===== config.mk =====
export PLATFORM = sky130hd
export DESIGN_NAME = chip8_instruction_execute
export DESIGN_NICKNAME = d
export VERILOG_FILES = /design/src/hw/rtl/c8ie_pkg.sv /design/src/hw/rtl/c8ie_exec.sv /design/src/hw/rtl/c8ie_regfile.sv /design/src/hw/rtl/c8ie_stack.sv /design/src/hw/rtl/chip8_instruction_execute.sv
export VERILOG_INCLUDE_DIRS = /design/src /design/src/hw/rtl
export SDC_FILE = /design/constraint.sdc
export NUM_CORES = 1
export LEC_CHECK = 0
export BUFFER_PORTS_ARGS = -buffer_cell sky130_fd_sc_hd__buf_2
export CAP_MARGIN = 20
export CORE_MARGIN = 3
export CORE_UTILIZATION = 55
export CTS_CLUSTER_DIAMETER = 80
export DETAILED_ROUTE_END_ITERATION = 8
export HOLD_SLACK_MARGIN = 0.1
export PLACE_DENSITY = 0.74
export SYNTH_ARGS = -nofsm -noshare
export SYNTH_HDL_FRONTEND = slang
export SYNTH_SLANG_ARGS = --single-unit

===== constraint.sdc =====
create_clock -name aclk -period 4.5 [get_ports aclk]
set_input_delay 0.9 -clock aclk [delete_from_list [all_inputs] [get_ports aclk]]
set_output_delay 0.9 -clock aclk [all_outputs]
set_load 0.01 [all_outputs]

===== src/hw/rtl/chip8_instruction_execute_macros.svh =====
// Assertion macros shared by the CHIP-8 execute unit RTL.
// Each macro expands to a clocked concurrent assertion on aclk, disabled in reset.
// Synthesis builds see empty bodies.
`ifndef CHIP8_INSTRUCTION_EXECUTE_MACROS_SVH
`define CHIP8_INSTRUCTION_EXECUTE_MACROS_SVH

`ifndef SYNTHESIS

`define C8IE_ASSERT(label, prop, msg) \
    label: assert property (@(posedge aclk) disable iff (!aresetn) (prop)) else $error(msg);

`define C8IE_ASSERT_NEXT(label, ante, cons, msg) \
    label: assert property (@(posedge aclk) disable iff (!aresetn) (ante) |=> (cons)) \
        else $error(msg);

`else

`define C8IE_ASSERT(label, prop, msg)

`define C8IE_ASSERT_NEXT(label, ante, cons, msg)

`endif

`endif


===== src/hw/rtl/c8ie_pkg.sv =====
// Shared types and constants for the CHIP-8 execute unit.
// No dependencies; used by every module of the block.
package c8ie_pkg;

    localparam int PC_W    = 12;
    localparam int INSTR_W = 16;
    localparam int DATA_W  = 8;
    localparam int NUM_REGS = 16;
    localparam int REG_AW  = 4;

    localparam logic [PC_W-1:0]    PC_RESET   = 12'h200;
    localparam logic [INSTR_W-1:0] INSTR_CLS  = 16'h00E0;
    localparam logic [INSTR_W-1:0] INSTR_RET  = 16'h00EE;

    // Major opcode, instruction bits 15:12.
    localparam logic [3:0] OP_SYS     = 4'h0;
    localparam logic [3:0] OP_JP      = 4'h1;
    localparam logic [3:0] OP_CALL    = 4'h2;
    localparam logic [3:0] OP_SE_IMM  = 4'h3;
    localparam logic [3:0] OP_SNE_IMM = 4'h4;
    localparam logic [3:0] OP_SE_REG  = 4'h5;
    localparam logic [3:0] OP_LD_IMM  = 4'h6;
    localparam logic [3:0] OP_ADD_IMM = 4'h7;
    localparam logic [3:0] OP_ALU     = 4'h8;
    localparam logic [3:0] OP_SNE_REG = 4'h9;
    localparam logic [3:0] OP_LD_I    = 4'hA;
    localparam logic [3:0] OP_JP_V0   = 4'hB;

    // Register-register sub-opcode, instruction bits 3:0 of group 8.
    localparam logic [3:0] ALU_LD  = 4'h0;
    localparam logic [3:0] ALU_OR  = 4'h1;
    localparam logic [3:0] ALU_AND = 4'h2;
    localparam logic [3:0] ALU_XOR = 4'h3;

    typedef enum logic [1:0] {
        ST_OK     = 2'd0,
        ST_OVER   = 2'd1,
        ST_UNDER  = 2'd2,
        ST_UNIMPL = 2'd3
    } status_t;

    typedef struct packed {
        logic [DATA_W-1:0] rx;
        logic [DATA_W-1:0] ry;
        logic [DATA_W-1:0] v0;
    } opnd_t;

    typedef struct packed {
        logic              en;
        logic [REG_AW-1:0] addr;
        logic [DATA_W-1:0] data;
    } rf_wr_t;

    typedef struct packed {
        logic            push;
        logic            pop;
        logic [PC_W-1:0] data;
    } stk_ctrl_t;

    typedef struct packed {
        logic            empty;
        logic            full;
        logic [PC_W-1:0] top;
    } stk_stat_t;

endpackage


===== src/hw/rtl/c8ie_exec.sv =====
// Combinational decode and execute of one CHIP-8 instruction.
// Depends on c8ie_pkg for opcode constants and interface structs.
module c8ie_exec
    import c8ie_pkg::*;
(
    input  logic [INSTR_W-1:0] instr,
    input  logic [PC_W-1:0]    pc,
    input  logic [PC_W-1:0]    index,
    input  opnd_t              ops,
    input  stk_stat_t          stk_stat,
    output logic [PC_W-1:0]    pc_next,
    output logic [PC_W-1:0]    index_next,
    output logic [DATA_W-1:0]  x_val,
    output status_t            status,
    output rf_wr_t             rf_wr,
    output stk_ctrl_t          stk_ctrl
);

    logic [PC_W-1:0]   nnn;
    logic [DATA_W-1:0] kk;
    logic [PC_W-1:0]   pc_inc;
    logic [PC_W-1:0]   pc_skip;

    assign nnn     = instr[PC_W-1:0];
    assign kk      = instr[DATA_W-1:0];
    assign pc_inc  = pc + PC_W'(2);
    assign pc_skip = pc + PC_W'(4);

    always_comb begin
        pc_next       = pc_inc;
        index_next    = index;
        status        = ST_OK;
        rf_wr.en      = 1'b0;
        rf_wr.addr    = instr[11:8];
        rf_wr.data    = kk;
        stk_ctrl.push = 1'b0;
        stk_ctrl.pop  = 1'b0;
        stk_ctrl.data = pc_inc;

        case (instr[15:12])
            OP_SYS: begin
                if (instr == INSTR_CLS) begin
                    status = ST_UNIMPL;
                end else if (instr == INSTR_RET) begin
                    if (stk_stat.empty) begin
                        status = ST_UNDER;
                    end else begin
                        stk_ctrl.pop = 1'b1;
                        pc_next      = stk_stat.top;
                    end
                end
                // Any other system call word only advances the PC.
            end
            OP_JP: begin
                pc_next = nnn;
            end
            OP_CALL: begin
                if (stk_stat.full) begin
                    status = ST_OVER;
                end else begin
                    stk_ctrl.push = 1'b1;
                    pc_next       = nnn;
                end
            end
            OP_SE_IMM: begin
                if (ops.rx == kk) pc_next = pc_skip;
            end
            OP_SNE_IMM: begin
                if (ops.rx != kk) pc_next = pc_skip;
            end
            OP_SE_REG: begin
                if (ops.rx == ops.ry) pc_next = pc_skip;
            end
            OP_LD_IMM: begin
                rf_wr.en = 1'b1;
            end
            OP_ADD_IMM: begin
                rf_wr.en   = 1'b1;
                rf_wr.data = ops.rx + kk;
            end
            OP_ALU: begin
                rf_wr.en = 1'b1;
                case (instr[3:0])
                    ALU_LD:  rf_wr.data = ops.ry;
                    ALU_OR:  rf_wr.data = ops.rx | ops.ry;
                    ALU_AND: rf_wr.data = ops.rx & ops.ry;
                    ALU_XOR: rf_wr.data = ops.rx ^ ops.ry;
                    default: begin
                        rf_wr.en = 1'b0;
                        status   = ST_UNIMPL;
                    end
                endcase
            end
            OP_SNE_REG: begin
                if (ops.rx != ops.ry) pc_next = pc_skip;
            end
            OP_LD_I: begin
                index_next = nnn;
            end
            OP_JP_V0: begin
                pc_next = nnn + PC_W'(ops.v0);
            end
            default: begin
                status = ST_UNIMPL;
            end
        endcase
    end

    // The write always targets register x, so its value after the step is either the
    // written data or the unchanged operand.
    assign x_val = rf_wr.en ? rf_wr.data : ops.rx;

endmodule


===== src/hw/rtl/c8ie_regfile.sv =====
// Sixteen 8-bit general registers with operand prefetch and write forwarding.
// Depends on c8ie_pkg for the operand and write-port structs.
module c8ie_regfile
    import c8ie_pkg::*;
(
    input  logic              aclk,
    input  logic              aresetn,
    input  logic              rd_en,
    input  logic [REG_AW-1:0] rd_x,
    input  logic [REG_AW-1:0] rd_y,
    input  rf_wr_t            wr,
    output opnd_t             ops
);

    logic [DATA_W-1:0]   mem [NUM_REGS];
    logic [NUM_REGS-1:0] vld_reg;
    logic [DATA_W-1:0]   rx_reg;
    logic [DATA_W-1:0]   ry_reg;
    logic [DATA_W-1:0]   v0_reg;

    // Valid bits stand in for clearing the array at reset.
    always_ff @(posedge aclk) begin
        if (!aresetn) begin
            vld_reg <= '0;
            v0_reg  <= '0;
        end else if (wr.en) begin
            vld_reg[wr.addr] <= 1'b1;
            if (wr.addr == '0) v0_reg <= wr.data;
        end
    end

    always_ff @(posedge aclk) begin
        if (wr.en) mem[wr.addr] <= wr.data;
    end

    // Operands are read when the beat is taken in. The instruction executing in the
    // same cycle may write the same register, so its result is forwarded.
    always_ff @(posedge aclk) begin
        if (rd_en) begin
            if (wr.en && wr.addr == rd_x) begin
                rx_reg <= wr.data;
            end else if (!vld_reg[rd_x]) begin
                rx_reg <= '0;
            end else begin
                rx_reg <= mem[rd_x];
            end
            if (wr.en && wr.addr == rd_y) begin
                ry_reg <= wr.data;
            end else if (!vld_reg[rd_y]) begin
                ry_reg <= '0;
            end else begin
                ry_reg <= mem[rd_y];
            end
        end
    end

    assign ops.rx = rx_reg;
    assign ops.ry = ry_reg;
    assign ops.v0 = v0_reg;

endmodule


===== src/hw/rtl/c8ie_stack.sv =====
// Return stack with a registered top-of-stack read.
// Depends on c8ie_pkg and on the assertion macros header.
`include "chip8_instruction_execute_macros.svh"

module c8ie_stack
    import c8ie_pkg::*;
#(
    parameter int STACK_DEPTH = 16
) (
    input  logic      aclk,
    input  logic      aresetn,
    input  stk_ctrl_t ctrl,
    output stk_stat_t stat
);

    localparam int SP_W = $clog2(STACK_DEPTH + 1);
    localparam int AW   = $clog2(STACK_DEPTH);

    logic [PC_W-1:0] mem [STACK_DEPTH];
    logic [SP_W-1:0] sp_reg;
    logic [SP_W-1:0] sp_next;
    logic [SP_W-1:0] sp_dec;
    logic [AW-1:0]   rd_addr;
    logic [PC_W-1:0] top_reg;

    always_comb begin
        sp_next = sp_reg;
        if (ctrl.push) begin
            sp_next = sp_reg + 1'b1;
        end else if (ctrl.pop) begin
            sp_next = sp_reg - 1'b1;
        end
    end

    // The entry below the next stack pointer becomes the new top.
    assign sp_dec  = sp_next - 1'b1;
    assign rd_addr = (sp_next == '0) ? '0 : sp_dec[AW-1:0];

    always_ff @(posedge aclk) begin
        if (!aresetn) begin
            sp_reg <= '0;
        end else begin
            sp_reg <= sp_next;
        end
    end

    always_ff @(posedge aclk) begin
        if (ctrl.push) begin
            mem[sp_reg[AW-1:0]] <= ctrl.data;
            top_reg             <= ctrl.data;
        end else begin
            top_reg <= mem[rd_addr];
        end
    end

    assign stat.empty = (sp_reg == '0);
    assign stat.full  = (sp_reg == SP_W'(STACK_DEPTH));
    assign stat.top   = top_reg;

    `C8IE_ASSERT(a_sp_in_range, sp_reg <= SP_W'(STACK_DEPTH), "stack pointer beyond depth")
    `C8IE_ASSERT_NEXT(a_push_grows, ctrl.push, sp_reg == SP_W'($past(sp_reg) + 1'b1), "push lost")

endmodule


===== src/hw/rtl/chip8_instruction_execute.sv =====
// Top level of the CHIP-8 execute unit: input register, execute, result register.
// Depends on c8ie_pkg, c8ie_exec, c8ie_regfile, c8ie_stack and the macros header.
//
//  Port group   Dir  Payload (low bit up)
//  s_axis       in   s_tdata[15:0] instruction
//  m_axis       out  m_tdata next_pc[11:0], index_value[23:12], x_reg_value[31:24];
//                    m_tuser status[1:0]
//
// An instruction beat is registered in instr_reg, executed once the result register is
// free and its result registered, so one instruction completes per cycle while the
// output is not stalled.
// Operand reads happen as a beat is taken in, with forwarding from the instruction
// executing alongside. A stalled result holds while one more instruction waits in the
// input register. Reset sets PC to 0x200 and clears index, registers and stack pointer.
`include "chip8_instruction_execute_macros.svh"

module chip8_instruction_execute
    import c8ie_pkg::*;
#(
    parameter int STACK_DEPTH = 16
) (
    input  logic        aclk,
    input  logic        aresetn,
    input  logic        s_tvalid,
    output logic        s_tready,
    input  logic [15:0] s_tdata,   // instruction[15:0]
    output logic        m_tvalid,
    input  logic        m_tready,
    output logic [31:0] m_tdata,   // next_pc[11:0], index_value[23:12], x_reg_value[31:24]
    output logic [1:0]  m_tuser    // status[1:0]
);

    logic               in_vld_reg;
    logic               in_vld_next;
    logic [INSTR_W-1:0] instr_reg;
    logic [PC_W-1:0]    pc_reg;
    logic [PC_W-1:0]    index_reg;
    logic               out_vld_reg;
    logic               out_vld_next;
    logic [31:0]        out_data_reg;
    logic [1:0]         out_user_reg;

    logic               s_fire;
    logic               exec_fire;

    opnd_t              ops;
    stk_stat_t          stk_stat;
    stk_ctrl_t          stk_ctrl;
    stk_ctrl_t          stk_ctrl_gated;
    rf_wr_t             rf_wr;
    rf_wr_t             rf_wr_gated;
    logic [PC_W-1:0]    pc_next;
    logic [PC_W-1:0]    index_next;
    logic [DATA_W-1:0]  x_val;
    status_t            status;

    assign exec_fire = in_vld_reg && (!out_vld_reg || m_tready);
    assign s_tready  = !in_vld_reg || exec_fire;
    assign s_fire    = s_tvalid && s_tready;

    assign in_vld_next  = s_fire || (in_vld_reg && !exec_fire);
    assign out_vld_next = exec_fire || (out_vld_reg && !m_tready);

    c8ie_exec u_exec (
        .instr      (instr_reg),
        .pc         (pc_reg),
        .index      (index_reg),
        .ops        (ops),
        .stk_stat   (stk_stat),
        .pc_next    (pc_next),
        .index_next (index_next),
        .x_val      (x_val),
        .status     (status),
        .rf_wr      (rf_wr),
        .stk_ctrl   (stk_ctrl)
    );

    // State changes only when the instruction actually retires.
    always_comb begin
        rf_wr_gated         = rf_wr;
        rf_wr_gated.en      = rf_wr.en && exec_fire;
        stk_ctrl_gated      = stk_ctrl;
        stk_ctrl_gated.push = stk_ctrl.push && exec_fire;
        stk_ctrl_gated.pop  = stk_ctrl.pop && exec_fire;
    end

    c8ie_regfile u_regfile (
        .aclk    (aclk),
        .aresetn (aresetn),
        .rd_en   (s_fire),
        .rd_x    (s_tdata[11:8]),
        .rd_y    (s_tdata[7:4]),
        .wr      (rf_wr_gated),
        .ops     (ops)
    );

    c8ie_stack #(
        .STACK_DEPTH (STACK_DEPTH)
    ) u_stack (
        .aclk    (aclk),
        .aresetn (aresetn),
        .ctrl    (stk_ctrl_gated),
        .stat    (stk_stat)
    );

    always_ff @(posedge aclk) begin
        if (!aresetn) begin
            in_vld_reg  <= 1'b0;
            out_vld_reg <= 1'b0;
            pc_reg      <= PC_RESET;
            index_reg   <= '0;
        end else begin
            in_vld_reg  <= in_vld_next;
            out_vld_reg <= out_vld_next;
            if (exec_fire) begin
                pc_reg    <= pc_next;
                index_reg <= index_next;
            end
        end
    end

    always_ff @(posedge aclk) begin
        if (s_fire) instr_reg <= s_tdata;
        if (exec_fire) begin
            out_data_reg <= {x_val, index_next, pc_next};
            out_user_reg <= status;
        end
    end

    assign m_tvalid = out_vld_reg;
    assign m_tdata  = out_data_reg;
    assign m_tuser  = out_user_reg;

    `C8IE_ASSERT_NEXT(a_exec_to_out, exec_fire, out_vld_reg, "executed beat not presented")
    `C8IE_ASSERT_NEXT(a_accept_held, s_fire, in_vld_reg, "accepted beat not registered")

endmodule


==> metrics.cfg <==
[status]
run_status=completed

[yosys]
synth_edf_count=386
synth_cell_types=83
synth_top_area_share_pct=54.1
synthTopCellsByCount=edfxtp_1, nand2_1, nor2_1
syn_nets=1677
synthFlopType=edfxtp_1
synthTopCellsByArea=edfxtp_1, mux4_2, dfxtp_1, nand2_1, ha_1
yosysMostFrequentCell=edfxtp_1
yosysWarnings=0
synth.avg_cell_area_um2=13.3
synth_seq_area_share_pct=60.3
ys_ff_latch=453
netlist_instances=1615
synth_top_area_cell=edfxtp_1
ys_async_sr_fraction_pct=0
syn-cell-area_um2=21400

[place]
dp_cells=2166
placed_cell_area_um2=22600
dpl.hpwl_mm=37.3
gp_congestion=0.965
port_buffers=55

[layout]
area_growth_pct=11.9
stdcell_area_um2=24000
drive_gt1_share_pct=19.0
num-nets-final=1764
n_antenna_cell=0
stdcell_count=2249
largest-register=u_stack.mem
final_util_pct=63.1
nFillCells=2761
largest_reg_flops=192

[sta]
period_needed_ps=4240
fin_setup_tns_ps=0
fin_skew_ps=31.8
slew_viol_final=0
setup_viol=0
clock.fmax_ghz=0.236
rsz0062_at_grt=no
fin_crit_sh_pct=94.1
hold_ws_ps=456
maxSlewHeadroom_pct=27.0
worstMarginPinSlew_ps=1090
hold_violations=0

[power]
p_leak_nw=8.52
p_per_area_nw_per_um2=374
irDropWorstVdd_mv=0.332

[global_routing]
grt_max_degree=74
grt_use_met2_pct=42.1
grt.total_usage_pct=26.5
busiest_layer=met2
met1_usage_pct=36.3
grt_pass1_vias=14219
grt_overflow=0
use_met3_pct=5.06
grt_pass1_wl_mm=83.9
antenna_found_initial=0

[drt]
wl_mm=55.0
wl_per_cell_um=24.4
drt_iter0_markers=1645
viasPerCell=6.53
vias=14683
drt_pass1_iterations=5
drcViolationCount=0
ant_nets=0

[flow_run]
cap_violations=0

[setup_path]
cp_cell_sequence=inv_1 > ha_1 > and4bb_2 > nor4_4 > buf_4 > a32o_1 > nor2_4 > clkinv_2 > ha_1 > o221a_2 > buf_4 > o21ai_0 > buf_4 > a221oi_1 > a211oi_1 > a2111o_1
path_class=flip-flop to flip-flop
cp-start-kind=flip-flop
critPathArrivalTime_ps=4700
path_common_cell=buf_4
max_stage_delay_ps=420
ff2ff_setup_slack_ps=260
crit_required_ps=4970
cp_slowest_cell=dfxtp_1
end_kind=flip-flop
crit_path_max_fanout=26

[clock_network]
cts_buffer_depth=3
htreeDepth=2
clk_pin_slew_worst_paths_ps=60
cts_tree=built
holdBufCountCts=0
cts_made_buffers=45
clkLatencyLatePin_ps=590
clock-sinks=453
clk_root_buffer_cell=clkbuf_16

[die]
core_area_um2=38000
rows=71
start_util_pct=56.4
die_w_um=203
dieHeight_um=203
dieArea_um2=41400
io_pins=56

[hold_path]
hold_class=flip-flop to flip-flop

==> where the power goes <==
part / leakage [nW] / switching (mW) / internal, mW / total [mW]
Clock: 0.685 / 1.55 / 2.02 / 3.57
Combinational: 3.75 / 0.433 / 0.259 / 0.691
Sequential: 4.09 / 0.0547 / 4.64 / 4.70
==> timing repair <==
item,in CTS,in global routing
setup endpoints to repair,0,4
resized for setup,0,2
buffers inserted,0,0
==> layout by cell type (no fill, tap or decap), types with 8 or more instances in the layout <==
master	instances
edfxtp_1	386
inv_1	69
o21bai_1	12
and3_1	21
mux2_2	12
buf_2	55
nand3_1	30
o211a_1	8
nor2b_1	10
nor2_1	130
dfxtp_1	67
mux4_2	94
o22ai_1	27
nor4_1	9
nand4_1	8
clkbuf_16	45
nor3_1	41
a2111oi_0	15
a211oi_1	25
mux2i_1	22
buf_4	80
nand2_1	153
and2_1	12
xor2_1	14
o211ai_1	13
ha_1	40
a221oi_1	23
a21oi_1	68
clkinv_2	8
xnor2_1	21
o221ai_1	8
clkbuf_1	13
clkinv_1	8
o21ai_0	51
==> metrics by stage <==
| stage | power [mW] | setup WS, ps |
|---|---|---|
| finish | 8.96 | 264 |
| global route | 9.23 | 32.1 |
| CTS | 9.00 | 265 |
| detailed placement | 5.46 | 220 |
| global placement | 5.45 | 354 |
| floorplan | 5.22 | 83.2 |
==> final cells by class <==
type	count	area (um2)	share of cell area, %
multi-input combinational	995	7860	32.8
timing repair buffer	135	876	3.65
sequential	453	12900	53.9
tap	511	639	2.67
inverter	72	272	1.13
clock buffer	61	1220	5.07
clock inverter	22	188	0.783
==> final timing paths <==
| kind | start | to | depth (start not counted) |
|---|---|---|---|
| setup reg to reg | u_stack.sp_reg[1]$_SDFF_PN0_ | u_stack.top_reg[3]$_DFF_P_ | 16 |
| hold reg to reg | index_reg[0]$_SDFFE_PN0P_ | index_reg[0]$_SDFFE_PN0P_ | 2 |
| setup / recovery | u_stack.sp_reg[1]$_SDFF_PN0_ | u_stack.top_reg[3]$_DFF_P_ | 16 |
| hold / removal | index_reg[0]$_SDFFE_PN0P_ | index_reg[0]$_SDFFE_PN0P_ | 2 |
==> cell families after synthesis <==
logic type | share of synthesized area [%]
simple gates | 9.73
buf+inv | 3.12
compound gates | 11.3
xor+xnor | 1.43
mux | 11.5
fa+ha+maj | 2.52
flops | 60.3
==> critical path, delay by kind of cell, from the launching register on <==
family,cells,cell delay [ps]
AOI/OAI and AO/OA,6,1430
adders and majority gates,2,510
buffers and inverters,5,1120
DFF,1,420
and+or+nand+nor,3,610
==> routing by layer <==
layer,up-vias,part of all wire [%]
li1,6474,-
met1,7229,39
met2,824,47
met3,156,9.5
met4,0,4.3
met5,-,0
No activity file was read; power rests on OpenSTA's default activity.
